File: src/hdl/its_pkg.sv
// shared types, codes and constants for the indent token stream block
package its_pkg;

    // default sizes for the top level parameters
    localparam int STACK_DEPTH_DEF = 16;
    localparam int COLUMN_BITS_DEF = 10;

    // text codes
    localparam logic [7:0] NEWLINE_CHAR = 8'h0a;
    localparam logic [7:0] SPACE_CHAR   = 8'h20;
    localparam logic [7:0] TAB_CHAR     = 8'h09;
    localparam int         TAB_STOP     = 8;

    // token kinds on the result stream
    typedef enum logic [2:0] {
        KIND_BLANK    = 3'd0,
        KIND_INDENT   = 3'd1,
        KIND_SAMEDENT = 3'd2,
        KIND_DEDENT   = 3'd3,
        KIND_DATA     = 3'd4,
        KIND_EOL      = 3'd5,
        KIND_END      = 3'd6,
        KIND_OVERFLOW = 3'd7
    } kind_t;

    // column counter operations
    typedef enum logic [1:0] {
        COL_HOLD  = 2'd0,
        COL_SPACE = 2'd1,
        COL_TAB   = 2'd2,
        COL_CLEAR = 2'd3
    } col_op_t;

    // level stack operations
    typedef enum logic [1:0] {
        STK_HOLD    = 2'd0,
        STK_POP     = 2'd1,
        STK_REPLACE = 2'd2,
        STK_PUSH    = 2'd3
    } stk_op_t;

    // commands from the controller to the datapath
    typedef struct packed {
        logic    load;
        col_op_t col_op;
        stk_op_t stk_op;
        logic    set_line;
        logic    emit;
        kind_t   kind;
        logic    last;
    } cmd_t;

    // status from the datapath to the controller
    typedef struct packed {
        logic is_eoi;
        logic is_newline;
        logic is_space;
        logic is_tab;
        logic in_line;
        logic out_free;
        logic can_pop;
        logic above_second;
        logic equal_top;
        logic full;
    } status_t;

endpackage

File: src/hdl/its_datapath.sv
// datapath: input word register, column counter, level stack and output register
module its_datapath #(
    parameter int STACK_DEPTH = its_pkg::STACK_DEPTH_DEF,
    parameter int COLUMN_BITS = its_pkg::COLUMN_BITS_DEF
) (
    input  logic                   aclk,
    input  logic                   aresetn,
    input  its_pkg::cmd_t          cmd,
    output its_pkg::status_t       status,
    input  logic [7:0]             in_byte,
    input  logic                   in_eoi,
    input  logic                   out_ready,
    output logic                   out_valid,
    output its_pkg::kind_t         out_kind,
    output logic [7:0]             out_byte,
    output logic [COLUMN_BITS-1:0] out_level,
    output logic                   out_last
);

    localparam int PTR_W   = (STACK_DEPTH > 1) ? $clog2(STACK_DEPTH) : 1;
    localparam int LEVEL_W = COLUMN_BITS + 1;
    localparam logic [COLUMN_BITS-1:0] COL_MAX = {COLUMN_BITS{1'b1}};
    localparam logic [COLUMN_BITS-1:0] TAB_MASK = COLUMN_BITS'(its_pkg::TAB_STOP - 1);

    logic [7:0]             byte_reg;
    logic                   eoi_reg;
    logic [COLUMN_BITS-1:0] col_reg, col_next;
    logic                   line_reg, line_next;
    logic [PTR_W-1:0]       ptr_reg, ptr_next;
    logic signed [LEVEL_W-1:0] lvl_reg [STACK_DEPTH];
    logic signed [LEVEL_W-1:0] indent;
    logic [COLUMN_BITS:0]   tab_sum;

    logic                   valid_reg;
    its_pkg::kind_t         kind_reg;
    logic [7:0]             obyte_reg, obyte_next;
    logic [COLUMN_BITS-1:0] olevel_reg;
    logic                   last_reg;

    // input word register
    always_ff @(posedge aclk) begin
        if (cmd.load) begin
            byte_reg <= in_byte;
            eoi_reg  <= in_eoi;
        end
    end

    // current indent as a signed level
    assign indent  = $signed({1'b0, col_reg});
    assign tab_sum = {1'b0, col_reg | TAB_MASK} + (COLUMN_BITS + 1)'(1);

    // status toward the controller
    always_comb begin
        status.is_eoi       = eoi_reg;
        status.is_newline   = (byte_reg == its_pkg::NEWLINE_CHAR);
        status.is_space     = (byte_reg == its_pkg::SPACE_CHAR);
        status.is_tab       = (byte_reg == its_pkg::TAB_CHAR);
        status.in_line      = line_reg;
        status.out_free     = !valid_reg || out_ready;
        status.can_pop      = (ptr_reg != '0) && (indent < lvl_reg[0]);
        status.above_second = (indent > lvl_reg[1]);
        status.equal_top    = (indent == lvl_reg[0]);
        status.full         = (ptr_reg == PTR_W'(STACK_DEPTH - 1));
    end

    // column counter and line flag
    always_comb begin
        col_next  = col_reg;
        line_next = line_reg || cmd.set_line;
        case (cmd.col_op)
            its_pkg::COL_SPACE: begin
                if (col_reg != COL_MAX) begin
                    col_next = col_reg + COLUMN_BITS'(1);
                end
            end
            its_pkg::COL_TAB: begin
                col_next = tab_sum[COLUMN_BITS] ? COL_MAX : tab_sum[COLUMN_BITS-1:0];
            end
            its_pkg::COL_CLEAR: begin
                col_next  = '0;
                line_next = 1'b0;
            end
            default: begin
                col_next = col_reg;
            end
        endcase
    end

    always_ff @(posedge aclk) begin
        if (!aresetn) begin
            col_reg  <= '0;
            line_reg <= 1'b0;
        end else begin
            col_reg  <= col_next;
            line_reg <= line_next;
        end
    end

    // level stack as a shift line, entry zero is the top
    always_comb begin
        case (cmd.stk_op)
            its_pkg::STK_POP:  ptr_next = ptr_reg - PTR_W'(1);
            its_pkg::STK_PUSH: ptr_next = ptr_reg + PTR_W'(1);
            default:           ptr_next = ptr_reg;
        endcase
    end

    always_ff @(posedge aclk) begin
        if (!aresetn) begin
            ptr_reg <= '0;
            for (int i = 0; i < STACK_DEPTH; i++) begin
                lvl_reg[i] <= '1;
            end
        end else begin
            ptr_reg <= ptr_next;
            case (cmd.stk_op)
                its_pkg::STK_POP: begin
                    for (int i = 0; i < STACK_DEPTH - 1; i++) begin
                        lvl_reg[i] <= lvl_reg[i+1];
                    end
                end
                its_pkg::STK_REPLACE: begin
                    lvl_reg[0] <= indent;
                end
                its_pkg::STK_PUSH: begin
                    for (int i = 1; i < STACK_DEPTH; i++) begin
                        lvl_reg[i] <= lvl_reg[i-1];
                    end
                    lvl_reg[0] <= indent;
                end
                default: begin
                    lvl_reg[0] <= lvl_reg[0];
                end
            endcase
        end
    end

    // data byte only rides on kinds that carry one
    always_comb begin
        case (cmd.kind) inside
            its_pkg::KIND_INDENT, its_pkg::KIND_SAMEDENT, its_pkg::KIND_DATA:
                obyte_next = byte_reg;
            default:
                obyte_next = 8'h00;
        endcase
    end

    // output register
    always_ff @(posedge aclk) begin
        if (!aresetn) begin
            valid_reg <= 1'b0;
        end else if (cmd.emit) begin
            valid_reg <= 1'b1;
        end else if (out_ready) begin
            valid_reg <= 1'b0;
        end
    end

    always_ff @(posedge aclk) begin
        if (cmd.emit) begin
            kind_reg   <= cmd.kind;
            obyte_reg  <= obyte_next;
            olevel_reg <= col_reg;
            last_reg   <= cmd.last;
        end
    end

    assign out_valid = valid_reg;
    assign out_kind  = kind_reg;
    assign out_byte  = obyte_reg;
    assign out_level = olevel_reg;
    assign out_last  = last_reg;

    // checks
    a_emit_when_free: assert property (@(posedge aclk) disable iff (!aresetn)
        cmd.emit |-> (!valid_reg || out_ready))
        else $error("word emitted over a stalled output word");

    a_no_pop_empty: assert property (@(posedge aclk) disable iff (!aresetn)
        (cmd.stk_op == its_pkg::STK_POP) |-> (ptr_reg != '0))
        else $error("pop of the bottom level");

    a_no_push_full: assert property (@(posedge aclk) disable iff (!aresetn)
        (cmd.stk_op == its_pkg::STK_PUSH) |-> (ptr_reg != PTR_W'(STACK_DEPTH - 1)))
        else $error("push onto a full level stack");

    a_dedent_not_last: assert property (@(posedge aclk) disable iff (!aresetn)
        (valid_reg && kind_reg == its_pkg::KIND_DEDENT) |-> !last_reg)
        else $error("dedent closes a run");

endmodule

File: src/hdl/its_ctrl.sv
// controller: accepts a word, then steps it through the datapath
module its_ctrl (
    input  logic                aclk,
    input  logic                aresetn,
    input  logic                in_valid,
    output logic                in_ready,
    input  its_pkg::status_t    status,
    output its_pkg::cmd_t       cmd
);

    typedef enum logic [1:0] {
        ST_ACCEPT = 2'b01,
        ST_WORK   = 2'b10
    } state_t;

    state_t state_reg, state_next;

    // state register
    always_ff @(posedge aclk) begin
        if (!aresetn) begin
            state_reg <= ST_ACCEPT;
        end else begin
            state_reg <= state_next;
        end
    end

    assign in_ready = (state_reg == ST_ACCEPT);

    // command decode
    always_comb begin
        state_next   = state_reg;
        cmd.load     = 1'b0;
        cmd.col_op   = its_pkg::COL_HOLD;
        cmd.stk_op   = its_pkg::STK_HOLD;
        cmd.set_line = 1'b0;
        cmd.emit     = 1'b0;
        cmd.kind     = its_pkg::KIND_BLANK;
        cmd.last     = 1'b0;
        unique case (state_reg)
            ST_ACCEPT: begin
                if (in_valid) begin
                    cmd.load   = 1'b1;
                    state_next = ST_WORK;
                end
            end
            ST_WORK: begin
                if (status.is_eoi) begin
                    // end of stream, levels kept
                    if (status.out_free) begin
                        cmd.emit   = 1'b1;
                        cmd.kind   = its_pkg::KIND_END;
                        cmd.last   = 1'b1;
                        cmd.col_op = its_pkg::COL_CLEAR;
                        state_next = ST_ACCEPT;
                    end
                end else if (status.is_newline) begin
                    if (status.out_free) begin
                        cmd.emit   = 1'b1;
                        cmd.kind   = status.in_line ? its_pkg::KIND_EOL : its_pkg::KIND_BLANK;
                        cmd.last   = 1'b1;
                        cmd.col_op = its_pkg::COL_CLEAR;
                        state_next = ST_ACCEPT;
                    end
                end else if (status.in_line) begin
                    if (status.out_free) begin
                        cmd.emit   = 1'b1;
                        cmd.kind   = its_pkg::KIND_DATA;
                        cmd.last   = 1'b1;
                        state_next = ST_ACCEPT;
                    end
                end else if (status.is_space) begin
                    cmd.col_op = its_pkg::COL_SPACE;
                    state_next = ST_ACCEPT;
                end else if (status.is_tab) begin
                    cmd.col_op = its_pkg::COL_TAB;
                    state_next = ST_ACCEPT;
                end else if (status.can_pop) begin
                    // one level per cycle, a pop only while the output is free: narrow dedent replaces, else pop
                    if (status.above_second) begin
                        cmd.stk_op = its_pkg::STK_REPLACE;
                    end else if (status.out_free) begin
                        cmd.stk_op = its_pkg::STK_POP;
                        cmd.emit   = 1'b1;
                        cmd.kind   = its_pkg::KIND_DEDENT;
                    end
                end else if (status.out_free) begin
                    // first data byte of the line
                    cmd.emit     = 1'b1;
                    cmd.last     = 1'b1;
                    cmd.set_line = 1'b1;
                    state_next   = ST_ACCEPT;
                    if (status.equal_top) begin
                        cmd.kind = its_pkg::KIND_SAMEDENT;
                    end else if (!status.full) begin
                        cmd.kind   = its_pkg::KIND_INDENT;
                        cmd.stk_op = its_pkg::STK_PUSH;
                    end else begin
                        cmd.kind = its_pkg::KIND_OVERFLOW;
                    end
                end
            end
            default: begin
                state_next = ST_ACCEPT;
            end
        endcase
    end

    // checks
    a_load_only_accept: assert property (@(posedge aclk) disable iff (!aresetn)
        cmd.load |=> (state_reg == ST_WORK))
        else $error("loaded word not worked on");

    a_no_stack_op_outside_work: assert property (@(posedge aclk) disable iff (!aresetn)
        (state_reg == ST_ACCEPT) |-> (cmd.stk_op == its_pkg::STK_HOLD && !cmd.emit))
        else $error("stack or output touched while waiting for a word");

    a_last_leaves_work: assert property (@(posedge aclk) disable iff (!aresetn)
        (cmd.emit && cmd.last) |=> (state_reg == ST_ACCEPT))
        else $error("run closed but word still in work");

endmodule

File: src/hdl/indent_token_stream.sv
// top level of the indent token stream block
//
//  channel | dir | tdata (low bit up)                    | tuser      | tlast
//  s_      | in  | text_byte_in                          | -          | end_of_input
//  m_      | out | text_byte_out, indent_level, zero pad | token_kind | last_of_run
//
// an input word is accepted in ST_ACCEPT, then worked through in ST_WORK.
// a dedent pops or replaces one level per step, since the level stack moves
// by one entry per cycle; a pop waits while the output word is stalled.
// a stalled result holds the work cycle; the next word is accepted as soon as
// the last result of the current one sits in the output register.
// reset is synchronous, active low; the stack comes up holding only the bottom level.
module indent_token_stream #(
    parameter int STACK_DEPTH = its_pkg::STACK_DEPTH_DEF,
    parameter int COLUMN_BITS = its_pkg::COLUMN_BITS_DEF,
    localparam int TDATA_W    = ((8 + COLUMN_BITS + 7) / 8) * 8
) (
    input  logic               aclk,
    input  logic               aresetn,
    input  logic               s_tvalid,
    output logic               s_tready,
    input  logic [7:0]         s_tdata,   // text_byte_in
    input  logic               s_tlast,   // end_of_input
    output logic               m_tvalid,
    input  logic               m_tready,
    output logic [TDATA_W-1:0] m_tdata,   // text_byte_out, indent_level, zero pad
    output logic [2:0]         m_tuser,   // token_kind
    output logic               m_tlast    // last_of_run
);

    its_pkg::cmd_t          cmd;
    its_pkg::status_t       status;
    its_pkg::kind_t         out_kind;
    logic [7:0]             out_byte;
    logic [COLUMN_BITS-1:0] out_level;

    its_ctrl u_ctrl (
        .aclk     (aclk),
        .aresetn  (aresetn),
        .in_valid (s_tvalid),
        .in_ready (s_tready),
        .status   (status),
        .cmd      (cmd)
    );

    its_datapath #(
        .STACK_DEPTH (STACK_DEPTH),
        .COLUMN_BITS (COLUMN_BITS)
    ) u_datapath (
        .aclk      (aclk),
        .aresetn   (aresetn),
        .cmd       (cmd),
        .status    (status),
        .in_byte   (s_tdata),
        .in_eoi    (s_tlast),
        .out_ready (m_tready),
        .out_valid (m_tvalid),
        .out_kind  (out_kind),
        .out_byte  (out_byte),
        .out_level (out_level),
        .out_last  (m_tlast)
    );

    // pack result word
    assign m_tdata = TDATA_W'({out_level, out_byte});
    assign m_tuser = out_kind;

endmodule
File: config.mk
export PLATFORM = sky130hd
export DESIGN_NAME = indent_token_stream
export DESIGN_NICKNAME = d
export VERILOG_FILES = /design/src/hdl/its_pkg.sv /design/src/hdl/its_datapath.sv /design/src/hdl/its_ctrl.sv /design/src/hdl/indent_token_stream.sv
export SDC_FILE = /design/constraint.sdc
export NUM_CORES = 1
export LEC_CHECK = 0
export ABC_AREA = 1
export BUFFER_PORTS_ARGS = -buffer_cell sky130_fd_sc_hd__buf_4
export CORE_MARGIN = 2
export CORE_UTILIZATION = 35
export CTS_BUF_LIST = sky130_fd_sc_hd__clkbuf_8
export CTS_CLUSTER_DIAMETER = 80
export CTS_CLUSTER_SIZE = 28
export DETAILED_ROUTE_END_ITERATION = 8
export GPL_TIMING_DRIVEN = 0
export REMOVE_ABC_BUFFERS = 1
export SKIP_LAST_GASP = 1
export SLEW_MARGIN = 20
export SYNTH_ARGS = -nofsm -noshare
export SYNTH_HDL_FRONTEND = slang
export SYNTH_HIERARCHICAL = 1
export SYNTH_SLANG_ARGS = --single-unit
File: constraint.sdc
create_clock -name aclk -period 5.45 [get_ports aclk]
set_input_delay 0.8175 -clock aclk [delete_from_list [all_inputs] [get_ports aclk]]
set_output_delay 0.8175 -clock aclk [all_outputs]
set_load 0.1 [all_outputs]
==> impl_metrics.json, run 1 <==
{
  "cts.clk_slew.worst_paths_ns": 0.16,
  "crit_family": "simple AND/OR/NAND/NOR gates",
  "fin_crit_ns": 5.016,
  "antenna_found_initial": 0,
  "final_cells": 1485,
  "cpMostUsedCell": "buf_16",
  "critPathCapture": "u_datapath/lvl_reg[3][10]$_SDFFCE_PN1P_",
  "worstSetupPathType": "flop to flop",
  "portBuffers": 36,
  "max_slew.worst_pin.slew_ns": 1.085,
  "synth_compound_area_share_pct": 12.69,
  "totalWireLength_mm": 22.32,
  "dp_cells": 1457,
  "path_cells": "ha_1, a21o_1, o21ai_0, nand3_1, nor3_4, inv_1, nand2_1, nand2_1, nor3_2, buf_4, nand2_2, nor2_4, buf_16, buf_16, buf_16, inv_6, buf_16, nand2_8, nand3_1",
  "min_period_over_period_pct": 92.04,
  "cts_buffers": 14,
  "synth-warning-count": 6,
  "synth_seq_cells": 225,
  "synth.distinct_cells": 39,
  "layout_common_cells": "nand2_1 (221), edfxtp_1 (163), inv_1 (117)",
  "powerDensity_nw_per_um2": 262.3,
  "synth_xor_area_share_pct": 0.1689,
  "cts.sinks": 225,
  "ant_nets": 0,
  "wl_per_cell_microns": 15.03,
  "clockBufferDepth": 3,
  "slowest_delay_ns": 0.57,
  "fp.dieArea_sq_um": 31020,
  "reg2reg_depth": 19,
  "p_int_uw": 2216,
  "fmaxAchievable_mhz": 199.3,
  "skew_ns": 0.05697,
  "synthCells": 1077,
  "ys_seq_area_share_pct": 59.18,
  "core_sq_um": 29400,
  "die_w_microns": 176.1,
  "synth_top_family_by_area": "simple AND/OR/NAND/NOR gates",
  "hold_viol": 0,
  "ir_worst_vdd_mv": 0.1433,
  "rsz0062_at_grt": "no",
  "relSlewSlack_pct": 27.52,
  "cap_violations": 0,
  "final_common_cell": "nand2_1",
  "root_buffer": "clkbuf_8",
  "place_area_sq_um": 11110,
  "area_growth_pct": 10.40,
  "r2r-start": "u_datapath/col_reg[6]$_SDFFE_PN0P_",
  "grt_pass1_wl_mm": 37.00,
  "fp-row-count": 63,
  "drt_iter0_markers": 557,
  "cp.buffers_inverters": 7,
  "status": "finished, final reports clean",
  "p_clk_share_pct": 28.3,
  "largest_reg_flops": 176,
  "pwr-share-comb_pct": 8.8,
  "syn_avg_cell_area_sq_um": 9.627,
  "cp.required_ns": 5.69,
  "r2r_end": "u_datapath/lvl_reg[3][10]$_SDFFCE_PN1P_",
  "gr-total-overflow": 0,
  "cts_tree": "done",
  "io_pins": 43,
  "slew_viol_final": 0,
  "cts_hold_buffers": 0,
  "power_leakage_uw": 0.004049,
  "cp.arrival_ns": 5.26,
  "htreeDepth": 1,
  "end_kind": "flop",
  "post-dp-hpwl_mm": 14.08,
  "vias": 7542,
  "synth_simple_gate_area_share_pct": 17.17,
  "finalSetupTns_ns": 0,
  "sw_frac_of_total_pct": 26.21,
  "drc_errors": 0,
  "grt_usage_pct": 14.46,
  "finalSetupViolations": 0,
  "synthAdderAreaFrac_pct": 3.331,
  "path_max_fanout": 101,
  "drt_first_pass_iters": 5,
  "hold_path_class": "flop to flop",
  "nets": 1127,
  "seqPwrFrac_pct": 62.9,
  "place.gp.congestion": 0.7416,
  "crit_start": "u_datapath/col_reg[6]$_SDFFE_PN0P_",
  "final_area_sq_um": 11450,
  "initial_utilization_pct": 35.27,
  "reg2reg_slack_ns": 0.43,
  "synthMuxAreaShare_pct": 0.09654,
  "clk_latency_ns": 0.55,
  "grt_max_degree": 102,
  "netlist_area_sq_um": 10370,
  "cp_slowest_cell": "dfxtp_1",
  "cp_num_cells": 19,
  "vias_per_cell": 5.079,
  "num_antenna_cells": 0,
  "grt_pass1_vias": 7359,
  "p_sw_uw": 787.1,
  "hold_ws_ns": 0.4700,
  "die_h_microns": 176.1,
  "crit_path_start_kind": "flop",
  "final_layout_size_suffix_gt1_share_pct": 9.315
}
==> worst min-delay path: cells and delay by family (launching register included) <==
family / cells / cell delay [ns]
simple gates: 2 / 0.13
flops: 1 / 0.34
==> synthesized netlist by cell type (all sizes together) <==
| library cell | count | area, sq um |
|---|---|---|
| edfxtp | 163 | 4895 |
| xnor2 | 1 | 8.760 |
| a211oi | 1 | 7.510 |
| inv | 121 | 454.2 |
| fa | 1 | 20.02 |
| nor2 | 68 | 287.8 |
| o22ai | 35 | 219.0 |
| o21a | 1 | 7.510 |
| o21bai | 2 | 15.01 |
| o31ai | 2 | 15.01 |
| nand2 | 232 | 893.4 |
| o21ai | 70 | 354.1 |
| conb | 1 | 3.750 |
| nor3 | 6 | 30.03 |
| xor2 | 1 | 8.760 |
| a21o | 2 | 15.01 |
| nor4 | 4 | 25.02 |
| o211ai | 20 | 150.1 |
| clkbuf | 17 | 63.81 |
| nand3b | 1 | 7.510 |
| o22a | 25 | 219.0 |
| o221ai | 1 | 8.760 |
| dfxtp | 62 | 1241 |
| clkinv | 1 | 3.750 |
| nand3 | 101 | 505.5 |
| mux2i | 1 | 10.01 |
| a21oi | 61 | 305.3 |
| nand4 | 5 | 31.28 |
| buf | 45 | 237.7 |
| ha | 26 | 325.3 |
==> power by group through the flow <==
stage	clock network [uW]	logic, uW	registers (uW)
global placement	0	251	1930
detailed placement	0	264	1930
CTS	884	266	1890
finish	850	264	1890
global route	939	287	1890
floorplan	0	138	1980
==> what timing repair did <==
item                       in CTS  in global routing
setup endpoints to repair      53                 55
cloned                          2                  0
pin swaps                       2                  1
setup buffers                   0                  2
gates resized for setup         2                  2
==> stage by stage <==
stage | power, uW | worst slack, ns | util (%)
after global placement | 2183 | -4.790 | 36.88
after detailed placement | 2191 | -0.7021 | 37.79
final | 3003 | 0.4336 | 38.93
after floorplan | 2115 | -1.177 | -
after global routing | 3119 | 0.01472 | 38.93
after CTS | 3039 | 0.01154 | 38.83
==> cell families after synthesis <==
family,count (synthesis)
XOR/XNOR,2
AO/OA/AOI/OAI,220
buffers and inverters,184
multiplexers,1
other,1
AND/OR/NAND/NOR,417
adder cells (fa/ha/maj),27
flip-flops,225
==> worst min-delay path by stage <==
stage / cells past startpoint / end / startpoint
3_3_place_gp: 2 / u_datapath/lvl_reg[15][10]$_SDFFE_PN1P_ / u_datapath/lvl_reg[14][10]$_SDFFE_PN1P_
2_1_floorplan: 2 / u_datapath/lvl_reg[14][6]$_SDFFE_PN1P_ / u_datapath/lvl_reg[15][6]$_SDFFE_PN1P_
6_report: 2 / u_datapath/lvl_reg[12][4]$_SDFFE_PN1P_ / u_datapath/lvl_reg[13][4]$_SDFFE_PN1P_
4_1_cts: 1 / u_datapath/byte_reg[4]$_DFFE_PP_ / s_tdata[4]
5_1_grt: 1 / u_datapath/byte_reg[3]$_DFFE_PP_ / s_tdata[3]
3_5_place_dp: 2 / u_datapath/lvl_reg[14][3]$_SDFFE_PN1P_ / u_datapath/lvl_reg[15][3]$_SDFFE_PN1P_
==> cell type report <==
class / count / area [sq um]
Timing Repair Buffer: 49 / 511.7
Tap cell: 390 / 488.0
Clock buffer: 16 / 220.2
Sequential cell: 225 / 6136
Fill cell: 2857 / 17950
Inverter: 122 / 462.9
Multi-Input combinational cell: 675 / 3566
Clock inverter: 8 / 62.56
==> metal layers <==
metal	global-route usage (%)	part of all wire, %	vias to the layer above
met5	0	0	-
met3	1.637	3.2	31
met1	20.01	48	3683
li1	-	-	3707
met4	4.098	1.8	0
met2	24.05	47	121
No activity file was read; power rests on OpenSTA's default activity.
==> run 2, diff against run 1 <==
- BUFFER_PORTS_ARGS: -buffer_cell sky130_fd_sc_hd__buf_4 -> -buffer_cell sky130_fd_sc_hd__buf_2
- CORE_UTILIZATION: 35 -> 64
- PLACE_DENSITY: not set -> 0.82
==> run 2 against run 1 <==
  * Register-to-register slack better by 0.13 ns
  * Non-clock buffer count shrank 2
  * Hold slack got worse by 0.0058 ns
  * Sequential power about the same
  * Maximum frequency increased by 2.7%
==> impl_metrics.json, run 2 (synthesized netlist as in run 1, its figures left out) <==
{
  "initial_utilization_pct": 65.27,
  "grt_pass1_wl_mm": 35.19,
  "place.gp.congestion": 0.8322,
  "final_layout_size_suffix_gt1_share_pct": 8.732,
  "largest_reg_flops": 176,
  "skew_ns": 0.03466,
  "cts_tree": "done",
  "ir_worst_vdd_mv": 0.1541,
  "vias_per_cell": 5.896,
  "gr-total-overflow": 0,
  "crit_path_start_kind": "flop",
  "totalWireLength_mm": 21.22,
  "cts.sinks": 225,
  "io_pins": 43,
  "powerDensity_nw_per_um2": 266.1,
  "cts_buffers": 12,
  "cp.required_ns": 5.68,
  "antenna_found_initial": 0,
  "postLayoutCoreUtil_pct": 69.75,
  "min_period_over_period_pct": 89.65,
  "grt_max_degree": 120,
  "layout_common_cells": "nand2_1 (220), edfxtp_1 (163), inv_1 (118)",
  "hp-start": "s_tdata[4]",
  "fmaxAchievable_mhz": 204.7,
  "finalSetupTns_ns": 0,
  "crit_start": "u_datapath/col_reg[6]$_SDFFE_PN0P_",
  "htreeDepth": 1,
  "cap_violations": 0,
  "vias": 7688,
  "clk_latency_ns": 0.52,
  "clockBufferDepth": 3,
  "fp.dieArea_sq_um": 17240,
  "fin_crit_ns": 4.886,
  "cp.arrival_ns": 5.12,
  "fp-row-count": 46,
  "ant_nets": 0,
  "r2r-start": "u_datapath/col_reg[6]$_SDFFE_PN0P_",
  "max_slew.worst_pin.slew_ns": 1.005,
  "power_leakage_uw": 0.003984,
  "core_sq_um": 15890,
  "rsz0062_at_grt": "no",
  "portBuffers": 36,
  "drt_first_pass_iters": 5,
  "finalSetupViolations": 0,
  "worstSetupPathType": "flop to flop",
  "grt_usage_pct": 24.53,
  "hold_path_class": "input port to flop",
  "area_growth_pct": 6.854,
  "nets": 1122,
  "slew_viol_final": 0,
  "relSlewSlack_pct": 33.01,
  "root_buffer": "clkbuf_8",
  "cts.clk_slew.worst_paths_ns": 0.16,
  "wl_per_cell_microns": 16.27,
  "path_max_fanout": 119,
  "die_h_microns": 131.3,
  "final_common_cell": "nand2_1",
  "end_kind": "flop",
  "die_w_microns": 131.3,
  "postCtsSetupRepairBufs": 0,
  "drc_errors": 0,
  "hold_viol": 0,
  "cts_hold_buffers": 0,
  "post-dp-hpwl_mm": 13.38,
  "grt_pass1_vias": 7265,
  "drt_iter0_markers": 847,
  "status": "finished, final reports clean",
  "num_antenna_cells": 0
}
run 2: changes by cell type in the layout (fill, tap and decap cells not counted), moves of 2 or more:
| cell | change |
|---|---|
| buf_2 | +36 |
| buf_4 | -38 |
| clkbuf_8 | -3 |
| clkinvlp_4 | -2 |
run 2: worst paths after layout:
kind | end | slack (ns) | depth (start not counted)
hold / removal | u_datapath/byte_reg[4]$_DFFE_PP_ | 0.46 | 1
setup reg to reg | u_datapath/lvl_reg[6][3]$_SDFFCE_PN1P_ | 0.56 | 17
hold reg to reg | u_datapath/lvl_reg[12][4]$_SDFFE_PN1P_ | 0.48 | 2
setup / recovery | u_datapath/lvl_reg[6][3]$_SDFFCE_PN1P_ | 0.56 | 17
run 2: area by class of cell:
class                      count  area (sq um)
clock buffer                  13         178.9
clock inverter                 7         72.57
fill                        1214          4806
inverter                     122         462.9
multi-input combinational    674          3556
sequential                   225          6136
tap                          216         270.3
timing repair buffer          47         402.9
run 2: stage by stage:
stage	cell area, sq um	hold WS [ns]	setup slack [ns]	std cells	power [uW]
global placement	10540	0.4466	-4.270	1272	2167
CTS	11050	0.4498	0.06773	1303	2958
detailed placement	10800	0.4526	-0.2215	1283	2180
finish	11080	0.4642	0.5638	1304	2948
global route	11080	0.4341	0.1921	1304	3045
floorplan	10090	0.4421	-1.177	1020	2115
run 2: routing by layer:
| layer | up-vias | wire length, microns | global-route usage (%) |
|---|---|---|---|
| met5 | - | 0 | 0 |
| met4 | 0 | 291 | 5.314 |
| met3 | 22 | 1320 | 2.546 |
| met2 | 256 | 10120 | 40.56 |
| met1 | 3704 | 9489 | 35.70 |
| li1 | 3706 | - | - |
run 2: repair_timing:
action,in CTS,in global routing
cloned,0,1
endpoints found under the setup margin,53,53
pin swaps,0,1
resized for setup,1,2
run 2: report_power, final:
part / internal, uW / switching (uW) / total (uW)
Sequential: 1870 / 22.3 / 1890
Clock: 284 / 518 / 802
Combinational: 51.9 / 205 / 257
Total: 2200 / 746 / 2950
run 2: worst max-delay path: stages, from the launching register on:
cell and delay (ns):
dfxtp_1 0.58, ha_1 0.33, a21o_1 0.16, o21ai_0 0.15, nand3_1 0.12, nor3_2 0.37, inv_1 0.19, nand2_1 0.13
nand2_1 0.12, a211oi_4 0.51, nand2_2 0.23, nor2_4 0.40, buf_16 0.22, buf_16 0.17, inv_6 0.10, buf_16 0.24
nand2_8 0.34, nand3_1 0.14
==> run 3, diff against run 2 <==
- ABC_CLOCK_PERIOD_IN_PS: not set -> 5450
- PLACE_DENSITY: 0.82 -> not set
- PLACE_DENSITY_LB_ADDON: not set -> 0.05
==> run 3 against run 2 <==
  * Combinational power is essentially flat
  * Hold slack gained 0.010 ns
  * Clock power shrank 5.9%
  * Total power shrank 1.7%
  * Largest power group unchanged
  * Largest cell class unchanged
  * Via count shrank 1.8%
  * Flip-flop and latch count is the same
  * Maximum frequency shrank 1.4%
  * Cell count is the same
  * Critical endpoint is now u_datapath/lvl_reg[5][5]$_SDFFCE_PN1P_
  * Critical path depth shrank 1
  * Highest routed layer unchanged
  * Non-clock buffer count is the same
==> impl_metrics.json, run 3 (synthesized netlist as in run 1, its figures left out) <==
{
  "ant_nets": 0,
  "htreeDepth": 1,
  "fp-row-count": 46,
  "clockBufferDepth": 3,
  "vias": 7546,
  "die_h_microns": 131.3,
  "grt_max_degree": 106,
  "final_layout_size_suffix_gt1_share_pct": 8.732,
  "cts_hold_buffers": 0,
  "power_leakage_uw": 0.003967,
  "finalSetupViolations": 0,
  "reg2reg_slack_ns": 0.50,
  "r2r-start": "u_datapath/col_reg[6]$_SDFFE_PN0P_",
  "root_buffer": "clkbuf_8",
  "nets": 1122,
  "antenna_found_initial": 0,
  "post-dp-hpwl_mm": 12.95,
  "area_growth_pct": 6.468,
  "dp_cells": 1283,
  "cap_violations": 0,
  "layout_common_cells": "nand2_1 (220), edfxtp_1 (163), inv_1 (118)",
  "powerDensity_nw_per_um2": 262.4,
  "fin_crit_ns": 4.954,
  "hold_path_depth": 1,
  "final_common_cell": "nand2_1",
  "fillCellCount": 1245,
  "postCtsSetupRepairBufs": 0,
  "drt_first_pass_iters": 5,
  "crit_path_start_kind": "flop",
  "worstSetupPathType": "flop to flop",
  "cts_tree": "done",
  "fp.dieArea_sq_um": 17240,
  "grt_usage_pct": 24.08,
  "die_w_microns": 131.3,
  "skew_ns": 0.02014,
  "slew_viol_final": 0,
  "r2r_end": "u_datapath/lvl_reg[5][5]$_SDFFCE_PN1P_",
  "clk_latency_ns": 0.52,
  "largest_reg_flops": 176,
  "grt_pass1_wl_mm": 34.22,
  "reg2reg_depth": 16,
  "status": "finished, final reports clean",
  "cts.clk_slew.worst_paths_ns": 0.16,
  "final_cells": 1304,
  "initial_utilization_pct": 65.27,
  "rsz0062_at_grt": "no",
  "fmaxAchievable_mhz": 201.9,
  "path_max_fanout": 53,
  "grt_pass1_vias": 6908,
  "io_pins": 43,
  "relSlewSlack_pct": 31.28,
  "totalWireLength_mm": 20.77,
  "drc_errors": 0,
  "cts_buffers": 12,
  "ir_worst_vdd_mv": 0.2312,
  "core_sq_um": 15890,
  "drt_iter0_markers": 622,
  "end_kind": "flop",
  "num_antenna_cells": 0,
  "postLayoutCoreUtil_pct": 69.49,
  "min_period_over_period_pct": 90.90,
  "cp.arrival_ns": 5.21,
  "wl_per_cell_microns": 15.93,
  "max_slew.worst_pin.slew_ns": 1.029,
  "min_to": "u_datapath/byte_reg[4]$_DFFE_PP_",
  "vias_per_cell": 5.787,
  "gr-total-overflow": 0,
  "hold_viol": 0,
  "place.gp.congestion": 0.8636,
  "hp-start": "s_tdata[4]",
  "hold_path_class": "input port to flop",
  "portBuffers": 36,
  "cts.sinks": 225,
  "cp.required_ns": 5.70
}
-- run 3: how the worst max path moves through the flow --
stage / start / depth (start not counted) / endpoint
3_5_place_dp: u_datapath/col_reg[6]$_SDFFE_PN0P_ / 16 / u_datapath/lvl_reg[5][8]$_SDFFCE_PN1P_
5_1_grt: u_datapath/col_reg[6]$_SDFFE_PN0P_ / 16 / u_datapath/lvl_reg[5][5]$_SDFFCE_PN1P_
3_3_place_gp: u_datapath/col_reg[6]$_SDFFE_PN0P_ / 16 / u_datapath/lvl_reg[14][3]$_SDFFE_PN1P_
4_1_cts: u_datapath/col_reg[6]$_SDFFE_PN0P_ / 16 / u_datapath/lvl_reg[4][6]$_SDFFCE_PN1P_
6_report: u_datapath/col_reg[6]$_SDFFE_PN0P_ / 16 / u_datapath/lvl_reg[5][5]$_SDFFCE_PN1P_
2_1_floorplan: u_datapath/col_reg[6]$_SDFFE_PN0P_ / 16 / u_datapath/lvl_reg[14][3]$_SDFFE_PN1P_
-- run 3: where the power goes --
group | leakage, uW | switching, uW | internal [uW]
Combinational | 0.00217 | 203 | 51.8
Sequential | 0.00167 | 21.6 | 1870
Clock | 0.000131 | 519 | 236
Total | 0.00397 | 743 | 2150
-- run 3: final cells by class --
class                           count  area [sq um]  share of cell area [%]
Clock buffer                       13         178.9                   1.621
Clock inverter                      7         48.80                  0.4420
Inverter                          122         462.9                   4.194
Multi-Input combinational cell    674          3547                   32.13
Sequential cell                   225          6136                   55.58
Tap cell                          216         270.3                   2.448
Timing Repair Buffer               47         395.4                   3.582
-- run 3: worst max-delay path, stage by stage, from the launching register on --
cell,delay [ns]
dfxtp_1,0.58
ha_1,0.33
a21o_1,0.16
o21ai_0,0.16
nand3_1,0.13
nor3_2,0.37
inv_1,0.19
nand2_1,0.13
nand2_1,0.12
nor3_2,0.19
buf_4,0.22
inv_2,0.33
nor2_4,0.48
nand2_2,0.33
buf_12,0.27
nand2_4,0.47
nand3_1,0.18
-- run 3: what timing repair did --
item	4_1_cts	5_1_grt
setup endpoints to repair	53	53
gates resized for setup	1	1
cloned	1	0
pin swaps	1	0
-- run 3: stage by stage --
step	area, sq um	setup slack (ns)	hold slack, ns	total power, uW	TNS (ns)
6_report	11040	0.4960	0.4744	2896	0
5_1_grt	11040	0.06904	0.4489	2988	0
4_1_cts	11030	0.2480	0.4525	2920	0
3_5_place_dp	10790	-0.3036	0.4582	2179	-13.92
3_3_place_gp	10540	-4.460	0.4469	2170	-793.35
2_1_floorplan	10090	-1.177	0.4421	2115	-99.99
-- run 3: per-layer routing --
layer	track usage, %	up-vias	wire (microns)
met1	36.36	3613	10020
li1	-	3699	-
met5	0	-	0
met2	38.45	202	9367
met4	5.193	0	369
met3	2.353	32	1021
